===== config.mk =====
export PLATFORM = sky130hd
export DESIGN_NAME = fsg_ctrl
export DESIGN_NICKNAME = d
export VERILOG_FILES = /design/src/fsg_pkg.sv /design/src/fsg_ctrl.sv
export VERILOG_INCLUDE_DIRS = /design/src /design/src/src
export SDC_FILE = /design/constraint.sdc
export NUM_CORES = 1
export LEC_CHECK = 0
export BUFFER_PORTS_ARGS = -buffer_cell sky130_fd_sc_hd__buf_2
export CORE_MARGIN = 1
export CORE_UTILIZATION = 35
export DETAILED_ROUTE_END_ITERATION = 8
export HOLD_SLACK_MARGIN = 0.1
export PLACE_DENSITY = 0.66
export SETUP_SLACK_MARGIN = 0.1
export SYNTH_ARGS = -nofsm -noshare
export SYNTH_HDL_FRONTEND = slang
export SYNTH_SLANG_ARGS = --single-unit

===== constraint.sdc =====
create_clock -name i_clk -period 2.01 [get_ports i_clk]
set_input_delay 0.5025 -clock i_clk [delete_from_list [all_inputs] [get_ports i_clk]]
set_output_delay 0.5025 -clock i_clk [all_outputs]
set_load 0.03 [all_outputs]

===== src/falling_sand_grid_step_defines.svh =====
// ----------------------------------------------------------------------------
// falling_sand_grid_step_defines.svh
// Assertion macros shared by the falling-sand grid block. They expand to
// concurrent assertions in simulation and to nothing in synthesis.
// ----------------------------------------------------------------------------
`ifndef FALLING_SAND_GRID_STEP_DEFINES_SVH
`define FALLING_SAND_GRID_STEP_DEFINES_SVH
`ifndef SYNTHESIS
// property must hold at every clock edge outside reset
`define FSG_ASSERT(lbl, prop, msg) \
    lbl: assert property (@(posedge i_clk) disable iff (!i_rst_n) prop) \
        else $error(msg);
// expression must never be true outside reset
`define FSG_NEVER(lbl, expr, msg) \
    lbl: assert property (@(posedge i_clk) disable iff (!i_rst_n) !(expr)) \
        else $error(msg);
`else
`define FSG_ASSERT(lbl, prop, msg)
`define FSG_NEVER(lbl, expr, msg)
`endif
`endif


===== src/fsg_pkg.sv =====
// ----------------------------------------------------------------------------
// fsg_pkg
// Types and fixed codes shared by the falling-sand grid controller and
// datapath.
// ----------------------------------------------------------------------------
package fsg_pkg;

    // opcodes
    localparam logic [1:0] OP_WRITE = 2'd0;
    localparam logic [1:0] OP_READ  = 2'd1;
    localparam logic [1:0] OP_GEN   = 2'd2;
    localparam logic [1:0] OP_NOP   = 2'd3;  // unused, result only

    // cell materials
    localparam logic [1:0] KIND_AIR   = 2'd0;
    localparam logic [1:0] KIND_SAND  = 2'd1;
    localparam logic [1:0] KIND_BLOCK = 2'd2;
    localparam logic [1:0] KIND_RSVD  = 2'd3;  // stored as block

    // move counter
    localparam int          MOVES_W   = 13;
    localparam logic [12:0] MOVES_MAX = 13'h1FFF;

    // LFSR feedback
    localparam logic [15:0] LFSR_MASK = 16'hB400;
    localparam logic [15:0] LFSR_ONE  = 16'h0001;

    // memory address source
    typedef logic [1:0] t_amode;
    localparam t_amode AM_OP   = 2'd0;  // from input item
    localparam t_amode AM_IDX  = 2'd1;  // sweep index
    localparam t_amode AM_SELF = 2'd2;  // a: self, b: below
    localparam t_amode AM_DIAG = 2'd3;  // a: below right, b: below left

    // controller -> datapath
    typedef struct packed {
        logic   accept;
        logic   rd_capture;
        logic   clr_wr;
        logic   idx_clr;
        logic   idx_inc;
        logic   copy;
        logic   gen_dir;
        logic   scan_init;
        logic   hold;
        logic   eval;
        logic   wself;
        logic   step;
        logic   swap;
        logic   out_load;
        t_amode amode;
    } t_cmd;

    // datapath -> controller
    typedef struct packed {
        logic idx_last;
        logic self_sand;
        logic moved;
        logic scan_last;
    } t_sts;

endpackage


===== src/fsg_ctrl.sv =====
// ----------------------------------------------------------------------------
// fsg_ctrl
// Sequencer: clearing pass, op dispatch, grid copy, cell-by-cell scan and
// result handoff.
// ----------------------------------------------------------------------------
`include "falling_sand_grid_step_defines.svh"

module fsg_ctrl (
    input  logic          i_clk,
    input  logic          i_rst_n,
    input  logic          i_in_valid,
    output logic          o_in_ready,
    input  logic [1:0]    i_op,
    output logic          o_out_valid,
    input  logic          i_out_ready,
    input  fsg_pkg::t_sts i_sts,
    output fsg_pkg::t_cmd o_cmd
);

    localparam logic [3:0] ST_CLR   = 4'd0;
    localparam logic [3:0] ST_IDLE  = 4'd1;
    localparam logic [3:0] ST_RDW   = 4'd2;
    localparam logic [3:0] ST_GDIR  = 4'd3;
    localparam logic [3:0] ST_COPY  = 4'd4;
    localparam logic [3:0] ST_CFL   = 4'd5;
    localparam logic [3:0] ST_RD1   = 4'd6;
    localparam logic [3:0] ST_RD2   = 4'd7;
    localparam logic [3:0] ST_EVAL  = 4'd8;
    localparam logic [3:0] ST_WSELF = 4'd9;
    localparam logic [3:0] ST_SWAP  = 4'd10;
    localparam logic [3:0] ST_DONE  = 4'd11;

    logic [3:0] r_state, n_state;
    logic       r_out_valid, n_out_valid;

    assign o_in_ready  = r_state == ST_IDLE;
    assign o_out_valid = r_out_valid;

    always_comb begin
        n_state       = r_state;
        o_cmd         = '0;
        o_cmd.amode   = fsg_pkg::AM_IDX;
        case (r_state)
            ST_CLR: begin
                o_cmd.clr_wr = 1'b1;
                if (i_sts.idx_last) begin
                    o_cmd.idx_clr = 1'b1;
                    n_state = ST_IDLE;
                end else begin
                    o_cmd.idx_inc = 1'b1;
                end
            end
            ST_IDLE: begin
                o_cmd.amode = fsg_pkg::AM_OP;
                if (i_in_valid) begin
                    o_cmd.accept = 1'b1;
                    case (i_op)
                        fsg_pkg::OP_READ: n_state = ST_RDW;
                        fsg_pkg::OP_GEN:  n_state = ST_GDIR;
                        default:          n_state = ST_DONE;
                    endcase
                end
            end
            ST_RDW: begin
                o_cmd.rd_capture = 1'b1;
                n_state = ST_DONE;
            end
            ST_GDIR: begin
                o_cmd.gen_dir = 1'b1;
                o_cmd.idx_clr = 1'b1;
                n_state = ST_COPY;
            end
            ST_COPY: begin
                o_cmd.copy = 1'b1;
                if (i_sts.idx_last) begin
                    o_cmd.idx_clr = 1'b1;
                    n_state = ST_CFL;
                end else begin
                    o_cmd.idx_inc = 1'b1;
                end
            end
            ST_CFL: begin
                o_cmd.scan_init = 1'b1;
                n_state = ST_RD1;
            end
            ST_RD1: begin
                o_cmd.amode = fsg_pkg::AM_SELF;
                n_state = ST_RD2;
            end
            ST_RD2: begin
                o_cmd.amode = fsg_pkg::AM_DIAG;
                o_cmd.hold  = 1'b1;
                if (i_sts.self_sand) begin
                    n_state = ST_EVAL;
                end else begin
                    o_cmd.step = 1'b1;
                    n_state = i_sts.scan_last ? ST_SWAP : ST_RD1;
                end
            end
            ST_EVAL: begin
                o_cmd.eval = 1'b1;
                if (i_sts.moved) begin
                    n_state = ST_WSELF;
                end else begin
                    o_cmd.step = 1'b1;
                    n_state = i_sts.scan_last ? ST_SWAP : ST_RD1;
                end
            end
            ST_WSELF: begin
                o_cmd.wself = 1'b1;
                o_cmd.step  = 1'b1;
                n_state = i_sts.scan_last ? ST_SWAP : ST_RD1;
            end
            ST_SWAP: begin
                o_cmd.swap = 1'b1;
                n_state = ST_DONE;
            end
            ST_DONE: begin
                if (!r_out_valid || i_out_ready) begin
                    o_cmd.out_load = 1'b1;
                    n_state = ST_IDLE;
                end
            end
            default: begin
                n_state = ST_IDLE;
            end
        endcase
    end

    always_comb begin
        if (o_cmd.out_load) begin
            n_out_valid = 1'b1;
        end else if (i_out_ready) begin
            n_out_valid = 1'b0;
        end else begin
            n_out_valid = r_out_valid;
        end
    end

    always_ff @(posedge i_clk) begin
        if (!i_rst_n) begin
            r_state     <= ST_CLR;
            r_out_valid <= 1'b0;
        end else begin
            r_state     <= n_state;
            r_out_valid <= n_out_valid;
        end
    end

    `FSG_ASSERT(a_out_from_done, $rose(r_out_valid) |-> $past(r_state) == ST_DONE, "result without done")
    `FSG_ASSERT(a_move_vacates, (r_state == ST_EVAL && i_sts.moved) |=> r_state == ST_WSELF, "moved grain not vacated")

endmodule


==> flow_summary_export.csv, run 1 <==
group,metric,value,unit
floorplan,core_region_area,0.001383,mm^2
finish,finish.net_count,121,
worst_setup_path,worstPathCellList,"nand2b_1 -> or2_2 -> nor2b_1 -> buf_4",
placed_design,gp_congestion,0.7510,
finish,diodes,0,
clocking,clock_latency,230,ps
global_route,grt_max_degree,14,
worst_setup_path,start_kind,"flop",
detailed_routing,dr.pass1.iters,4,
logic_synthesis,synth_nets,91,
global_route,overflow,0,
worst_setup_path,path_class,"reg2out",
clocking,cts_tree,"done",
timing,tightest_slew,308.7,ps
timing,max_slew_margin,0.7942,
logic_synthesis,ys_seq_area_frac,0.1814,
worst_setup_path,worstPathMaxFanout,12,
detailed_routing,ant_nets,0,
timing,rsz0062_at_grt,"true",
global_route,grt_use_total,0.1525,
global_route,grt_pass1_wl,2083,um
clocking,cts_max_level,1,
logic_synthesis,netlist_instances,80,
timing,slew_viol_final,0,
detailed_routing,drtIter0Drc,13,
clocking,numCtsBuffers,3,
finish,drive_above_1_share,0.4220,
logic_synthesis,synth.top_cell.area_share,0.1814,
logic_synthesis,yosysWarningCount,0,
logic_synthesis,netlist.top_cell.by_area,"dfxtp_1",
global_route,antenna_found_initial,0,
floorplan,die_area,0.001739,mm^2
run,drv_cap,0,
detailed_routing,remaining_drc_errors,0,
worst_setup_path,critPathRequiredTime,1510,ps
finish,mostFrequentLayoutCells,"buf_2 (25), nor2_1 (12), nand2b_1 (9)",
clocking,clock-sinks,5,
worst_setup_path,max_stage_delay,370,ps
clocking,cts-root-buf,"clkbuf_4",
timing,finalWorstPathRequiredPeriod,1828,ps
worst_setup_path,arrival,1330,ps
run_status,outcome,"completed",
logic_synthesis,avgSynthCellArea,6.897,um^2
worst_setup_path,cp-end-kind,"primary output",
clocking,cts_setup_buffers,0,
pwr,power_density,482.1,mW/mm^2
detailed_routing,wl_per_cell,11.10,um
global_route,grt_pass1_vias,537,
finish,syn2layout_area_growth,34.24,%
finish,instances_no_fill,124,
detailed_routing,wl,1376,um
timing,timing.final.crit_share,0.9094,
pwr,max-vdd-ir-drop,0.1540,mV
timing,fmax,547.1,MHz
hold_path,hold_class,"reg2reg",
detailed_routing,vias,631,
detailed_routing,vias_per_cell,5.089,
logic_synthesis,synthesis.area,551.8,um^2
floorplan,die_h,41.71,um
placed_design,port-buffer-count,27,
floorplan,die_w,41.71,um
floorplan,start_util,0.3991,
timing,tns,0,ps
timing,report.final.hold_viol_count,0,
floorplan,rows,13,
placed_design,dp_cells,120,
logic_synthesis,ys_ff_latch,5,
timing,clock-skew-final,2.130,ps
logic_synthesis,ys_types,32,
worst_setup_path,slowest_stage,"dfxtp_4",
placed_design,hpwl,1057,um
floorplan,pin_count,28,
clocking,cts_hold_buf,0,
timing,finalSetupViolations,0,
clocking,clkTransAtPathRegs,40,ps
pwr,leakagePower,0.3591,nW
clocking,cts_buffer_depth,2,
finish,layout_commonest_cell,"buf_2",
logic_synthesis,synth_area_leaders,"dfxtp_1 (18%), nand2b_1 (10%), buf_6 (8.2%)",
[Yosys cell counts]
cell type	number
ha_1	1
dfxtp_1	5
buf_4	1
and2_1	1
nand2_1	4
o21ai_0	1
nor2_1	12
o21ba_1	1
a32o_1	1
o22ai_1	1
a311oi_1	1
and4b_1	1
nor3b_1	1
and2b_1	1
nor3_2	1
nand3_1	2
buf_2	2
a211oi_1	1
o21ai_1	2
and2_4	1
or2_2	3
inv_1	5
or3_1	1
a31oi_1	1
a222oi_1	1
xnor2_1	1
nor2b_1	1
nor3_1	5
nand2b_1	9
a21oi_1	7
buf_6	4
o21a_1	1
[logic make-up after synthesis]
kind of cell	count (synthesis)	share of synthesized area
compound gates	18	0.2109
fa+ha+maj	1	0.02267
xor+xnor	1	0.01588
flops	5	0.1814
simple gates	43	0.4218
buf+inv	12	0.1474
[flip-flops by register name, summed over array words and instances, names as in the netlist]
register,cells
o_out_valid,1
r_state,4
[path summary, 6_finish.rpt]
kind               startpoint     endpoint  slack (ps)  depth (start not counted)
setup / recovery   r_state[2]     o_cmd[2]         180                          4
hold / removal    o_out_valid  o_out_valid         510                          2
setup reg to reg   r_state[3]   r_state[0]         640                          5
hold reg to reg   o_out_valid  o_out_valid         510                          2
[layer usage]
metal  wire length, um  part of all wire  up-vias  track usage
met4                28             0.020        0      0.09032
met3                40             0.029        4      0.01739
met2               724              0.53       16       0.2750
met1               583              0.42      283       0.1684
li1                  -                 -      328            -
met5                 0                 0        -            0
[power by group]
part	switching (mW)	internal, mW
Clock	0.0354	0.0747
Sequential	0.0110	0.102
Combinational	0.0806	0.0532
[stage by stage]
step | util | hold slack [ps] | area (um^2) | total power, mW | setup slack [ps]
floorplan | - | 626.5 | 568.0 | 0.2126 | 104.6
global placement | 0.5041 | 499.1 | 696.9 | 0.2463 | 255.9
detailed placement | 0.5041 | 505.7 | 696.9 | 0.2477 | 251.5
CTS | 0.5258 | 510.4 | 726.9 | 0.3622 | 80.79
global route | 0.5357 | 539.1 | 740.7 | 0.3797 | 97.34
finish | 0.5357 | 507.9 | 740.7 | 0.3571 | 182.1
[critical path: cells and delay by family (launching register included)]
family,cells,cell delay [ps]
simple gates,3,560
flops,1,370
buf+inv,1,160
[area by class of cell]
type / instances / area, um^2
Inverter: 5 / 18.77
Multi-Input combinational cell: 63 / 386.6
Clock buffer: 4 / 26.28
Tap cell: 15 / 18.77
Sequential cell: 5 / 112.6
Fill cell: 146 / 641.9
Timing Repair Buffer: 32 / 177.7
[repair_timing]
action / CTS / global route
endpoints found under the hold margin: 0 / 0
cloned: 0 / 0
resized for setup: 3 / 8
setup endpoints to repair: 6 / 9
(Power assumes the default switching activity.)
==> inputs of run 2 (changes only) <==
--- a/config.mk
+++ b/config.mk
@@ -11,7 +11,7 @@
 export CORE_UTILIZATION = 35
 export DETAILED_ROUTE_END_ITERATION = 8
 export HOLD_SLACK_MARGIN = 0.1
-export PLACE_DENSITY = 0.66
+export PLACE_DENSITY = 0.69
 export SETUP_SLACK_MARGIN = 0.1
 export SYNTH_ARGS = -nofsm -noshare
 export SYNTH_HDL_FRONTEND = slang
==> constraint.sdc (replaced) <==
create_clock -name i_clk -period 1.5 [get_ports i_clk]
set_input_delay 0.375 -clock i_clk [delete_from_list [all_inputs] [get_ports i_clk]]
set_output_delay 0.375 -clock i_clk [all_outputs]
set_load 0.03 [all_outputs]
==> run 2 against run 1 <==
Compared with the run above: the run now ends with setup timing left; largest power group unchanged; sequential power rose by 31%; flip-flop and latch count did not move; utilization rose by 35 points; first-iteration DRC count rose by 100%; setup slack got worse by 410 ps; clock power rose by 59%; die area did not move; largest cell class unchanged; critical path depth rose by 1; sequential share of layout area fell by 6.1 points; cell count rose by 17%.
==> flow_summary_export.csv, run 2 (synthesized netlist as in run 1, its figures left out) <==
group,metric,value,unit
worst_setup_path,worstPathMaxFanout,7,
placed_design,gp_congestion,0.8669,
floorplan,pin_count,28,
timing,timing.final.crit_share,1.154,
detailed_routing,vias,826,
floorplan,core_region_area,0.001383,mm^2
worst_setup_path,slowest_stage,"dfxtp_4",
global_route,antenna_found_initial,0,
placed_design,port-buffer-count,27,
run_status,outcome,"finished, violations left",
global_route,grt_pass1_wl,3567,um
finish,largest_reg_flops,4,
floorplan,start_util,0.3991,
timing,report.final.hold_viol_count,0,
worst_setup_path,path_class,"reg2out",
worst_setup_path,worstPathCellList,"buf_6 -> nor3b_2 -> a21oi_1 -> or2_4 -> buf_6",
detailed_routing,wl_met1,977,um
timing,tightest_slew,318.4,ps
timing,max_slew_margin,0.7877,
clocking,cts_tree,"done",
finish,diodes,0,
detailed_routing,drtIter0Drc,26,
clocking,cts-root-buf,"clkbuf_4",
global_route,grt_max_degree,10,
detailed_routing,vias_per_cell,5.697,
timing,rsz0062_at_grt,"true",
timing,fmax,577.8,MHz
worst_setup_path,path_buf_inv,2,
clocking,cts_hold_buf,0,
placed_design,dp_cells,128,
pwr,p_total,0.6634,mW
finish,instances_no_fill,145,
detailed_routing,ant_nets,0,
clocking,numCtsBuffers,3,
timing,clock-skew-final,15.89,ps
worst_setup_path,arrival,1360,ps
detailed_routing,wl,2501,um
timing,finalWorstSetupSlack,-230.7,ps
finish,top_register,"r_state",
detailed_routing,routed.top_layer,"met4",
pwr,leakagePower,0.5413,nW
floorplan,die_h,41.71,um
clocking,clkTransAtPathRegs,60,ps
worst_setup_path,start_kind,"flop",
pwr,power_density,538.8,mW/mm^2
clocking,cts_buffer_depth,2,
floorplan,rows,13,
detailed_routing,wl_per_cell,17.25,um
pwr,max-vdd-ir-drop,0.3920,mV
run,drv_cap,0,
finish,drive_above_1_share,0.7308,
timing,finalSetupViolations,18,
worst_setup_path,cpMostUsedCell,"buf_6",
worst_setup_path,critPathRequiredTime,1120,ps
detailed_routing,wl_met2,1332,um
finish,syn2layout_area_growth,123.1,%
detailed_routing,dr.pass1.iters,4,
clocking,cts_max_level,1,
timing,finalWorstPathRequiredPeriod,1731,ps
worst_setup_path,cp-end-kind,"primary output",
timing,slew_viol_final,0,
floorplan,die_area,0.001739,mm^2
worst_setup_path,crit_family,"flip-flops",
floorplan,die_w,41.71,um
clocking,clock-sinks,5,
run_status,violations,"setup timing",
detailed_routing,wl_met3,92,um
global_route,overflow,0,
hold_path,hold_class,"in2reg",
finish,finish.net_count,142,
finish,mostFrequentLayoutCells,"buf_4 (22), buf_6 (17), buf_2 (10)",
finish,layout_commonest_cell,"buf_4",
detailed_routing,remaining_drc_errors,0,
worst_setup_path,max_stage_delay,400,ps
placed_design,hpwl,1260,um
global_route,grt_pass1_vias,851,
global_route,grt_use_total,0.2621,
clocking,clock_latency,260,ps
-- run 2: changes by cell type in the layout (fill, tap and decap cells not counted), sizes merged --
cell,change
buf,+20
bufbuf,+1
-- run 2: worst paths after layout --
check / start / to / slack [ps] / depth (start not counted)
max: r_state[0] / o_cmd[0] / -230 / 5
min reg2reg: o_out_valid / o_out_valid / 530 / 2
max reg2reg: r_state[1] / r_state[1] / -120 / 7
min: i_rst_n / r_state[3] / 410 / 3
-- run 2: metal layers --
| metal | up-vias | GRT usage |
|---|---|---|
| met5 | - | 0 |
| met3 | 10 | 0.05217 |
| met2 | 43 | 0.4813 |
| met4 | 0 | 0.1548 |
| li1 | 373 | - |
| met1 | 400 | 0.2691 |
-- run 2: through the flow --
stage / cell area (um^2) / hold slack, ps / utilization / setup TNS (ps) / worst slack, ps
after floorplan: 619.3 / 526.1 / - / -120.5 / -45.41
after global placement: 804.5 / 498.8 / 0.5819 / -55.82 / -36.71
after CTS: 1109 / 385.8 / 0.8018 / -1782 / -185.4
final: 1231 / 411.7 / 0.8905 / -2137 / -230.7
after detailed placement: 804.5 / 524.6 / 0.5819 / -115.0 / -63.96
after global routing: 1231 / 431.0 / 0.8905 / -2707 / -264.2
-- run 2: where the power goes --
group,internal [mW],switching [mW]
clock network,0.102,0.0731
registers,0.136,0.0118
logic,0.169,0.172
total,0.407,0.256
-- run 2: worst register-to-register path, cell delays in order, from the launching register on --
cell      delay, ps
dfxtp_2         330
buf_12          140
buf_8           130
buf_4           140
and2_4          160
a222oi_1        340
nand3_1         150
a21oi_1         150
-- run 2: layout make-up --
| type | instances | area [um^2] |
|---|---|---|
| Clock buffer | 4 | 26.28 |
| Fill cell | 63 | 151.4 |
| Inverter | 5 | 21.27 |
| Multi-Input combinational cell | 63 | 563.0 |
| Sequential cell | 5 | 112.6 |
| Tap cell | 15 | 18.77 |
| Timing Repair Buffer | 53 | 489.2 |
-- run 2: what timing repair did --
item	in CTS	in global routing
buffers inserted	10	2
resized for setup	57	28
endpoints found under the setup margin	19	20
pin swaps	9	9
gates cloned	1	0
==> inputs of run 3 (changes only) <==
--- a/config.mk
+++ b/config.mk
@@ -11,7 +11,7 @@
 export CORE_UTILIZATION = 35
 export DETAILED_ROUTE_END_ITERATION = 8
 export HOLD_SLACK_MARGIN = 0.1
-export PLACE_DENSITY = 0.69
+export PLACE_DENSITY = 0.66
 export SETUP_SLACK_MARGIN = 0.1
 export SYNTH_ARGS = -nofsm -noshare
 export SYNTH_HDL_FRONTEND = slang
==> constraint.sdc (replaced) <==
create_clock -name i_clk -period 2.2 [get_ports i_clk]
set_input_delay 0.55 -clock i_clk [delete_from_list [all_inputs] [get_ports i_clk]]
set_output_delay 0.55 -clock i_clk [all_outputs]
set_load 0.03 [all_outputs]
==> run 3 against run 2 <==
Compared with the run above: the flow now finishes without violations; sequential share of layout area is 6.2 points higher; critical path depth fell by 1; hold slack better by 120 ps; cell count decreased by 17%; global-route usage is 11 points lower; die area did not move; clock skew fell by 15 ps.
==> flow_summary_export.csv, run 3 (synthesized netlist as in run 1, its figures left out) <==
group,metric,value,unit
pwr,p_sw_frac,0.3534,
detailed_routing,remaining_drc_errors,0,
finish,layout_commonest_cell,"buf_2",
detailed_routing,wl,1354,um
timing,report.final.hold_viol_count,0,
timing,finalSetupViolations,0,
finish,mostFrequentLayoutCells,"buf_2 (27), nor2_1 (12), nand2b_1 (8)",
finish,syn2layout_area_growth,26.76,%
hold_path,hold_class,"reg2reg",
clocking,cts_tree,"done",
finish,instances_no_fill,121,
timing,tightest_slew,294.2,ps
timing,fmax,498.8,MHz
placed_design,gp_congestion,0.7394,
finish,top_register,"r_state",
floorplan,core_region_area,0.001383,mm^2
worst_setup_path,path_class,"reg2out",
clocking,cts_max_level,1,
pwr,power_density,456.9,mW/mm^2
clocking,numCtsBuffers,3,
global_route,grt_use_total,0.1526,
clocking,clkTransAtPathRegs,40,ps
finish,final_cell_area,699.4,um^2
worst_setup_path,slowest_stage,"dfxtp_2",
worst_setup_path,cp-end-kind,"primary output",
floorplan,die_h,41.71,um
global_route,overflow,0,
timing,clock-skew-final,0.6231,ps
detailed_routing,wl_per_cell,11.19,um
timing,rsz0062_at_grt,"false",
global_route,grt_max_degree,16,
timing,max_slew_margin,0.8039,
clocking,clock-sinks,5,
worst_setup_path,worstPathCellList,"nand2_1 -> or2_2 -> nor2b_1 -> buf_2",
worst_setup_path,max_stage_delay,440,ps
finish,fill_cells,151,
timing,finalWorstPathRequiredPeriod,2005,ps
detailed_routing,dr.pass1.iters,5,
clocking,cts_hold_buf,0,
global_route,grt_pass1_vias,549,
timing,slew_viol_final,0,
global_route,antenna_found_initial,0,
floorplan,rows,13,
detailed_routing,drtIter0Drc,8,
pwr,switchingPower,0.1129,mW
placed_design,placed_cell_area,663.1,um^2
floorplan,die_area,0.001739,mm^2
worst_setup_path,arrival,1460,ps
finish,utilization,0.5059,
finish,finish.net_count,118,
finish,largest_reg_flops,4,
finish,multiInputGateArea,377.9,um^2
timing,hold_slack,530.6,ps
clocking,cts-root-buf,"clkbuf_4",
pwr,pwr-share-comb,0.348,
run_status,outcome,"completed",
detailed_routing,vias_per_cell,5.116,
worst_setup_path,path_buf_inv,1,
run,drv_cap,0,
detailed_routing,ant_nets,0,
worst_setup_path,crit_family,"simple AND/OR/NAND/NOR gates",
placed_design,dp_cells,117,
timing,timing.final.crit_share,0.9114,
pwr,power.internal,0.2066,mW
global_route,grt_pass1_wl,2152,um
pwr,power_frac_seq,0.334,
clocking,cts_buffer_depth,2,
placed_design,port-buffer-count,27,
worst_setup_path,worstPathMaxFanout,12,
worst_setup_path,critPathRequiredTime,1650,ps
worst_setup_path,start_kind,"flop",
clocking,clock_latency,230,ps
finish,ff_latch_area,107.6,um^2
detailed_routing,vias,619,
finish,drive_above_1_share,0.4057,
timing,tns,0,ps
pwr,clkPwrFrac,0.317,
worst_setup_path,r2r_setup_slack,820,ps
pwr,leakagePower,0.3461,nW
placed_design,hpwl,999.2,um
floorplan,pin_count,28,
floorplan,die_w,41.71,um
floorplan,start_util,0.3991,
finish,diodes,0,
pwr,max-vdd-ir-drop,0.1673,mV
## run 3: final cells by class
class	count	share of cell area
Inverter	5	0.02683
Tap cell	15	0.02683
Clock buffer	4	0.03757
Timing Repair Buffer	29	0.2147
Multi-Input combinational cell	63	0.5402
Sequential cell	5	0.1538
## run 3: stage by stage
step | setup WS (ps) | power, mW
floorplan | 186.4 | 0.1914
global route | 117.5 | 0.3462
finish | 195.0 | 0.3196
detailed placement | 222.7 | 0.2177
global placement | 278.6 | 0.2174
CTS | 124.5 | 0.3221
## run 3: tightest hold or removal path, cell delays in order, from the launching register on
cell      delay (ps)
dfxtp_1          300
nand2b_1         100
a21oi_1           70
## run 3: path summary, 6_finish.rpt
kind | from | to | cells past startpoint
max | r_state[1] | o_cmd[2] | 4
min | o_out_valid | o_out_valid | 2
min reg2reg | o_out_valid | o_out_valid | 2
max reg2reg | r_state[2] | r_state[1] | 5
## run 3: timing repair
action / in CTS / in global routing
resized for setup: 2 / 4
pin swaps: 0 / 0
setup buffers: 0 / 0
endpoints found under the setup margin: 2 / 3
## run 3: routing by layer
layer / up-vias / global-route usage / share of wire
li1: 324 / - / -
met1: 277 / 0.1821 / 0.45
met2: 18 / 0.2781 / 0.52
met3: 0 / 0.02609 / 0.038
met4: 0 / 0.03871 / 0
met5: - / 0 / 0
## run 3: power groups by stage
| stage | sequential (mW) | clock [mW] | combinational [mW] |
|---|---|---|---|
| after floorplan | 0.0989 | 0 | 0.0925 |
| after global placement | 0.107 | 0 | 0.111 |
| after detailed placement | 0.107 | 0 | 0.110 |
| after CTS | 0.106 | 0.104 | 0.111 |
| after global routing | 0.108 | 0.116 | 0.122 |
| final | 0.107 | 0.101 | 0.111 |
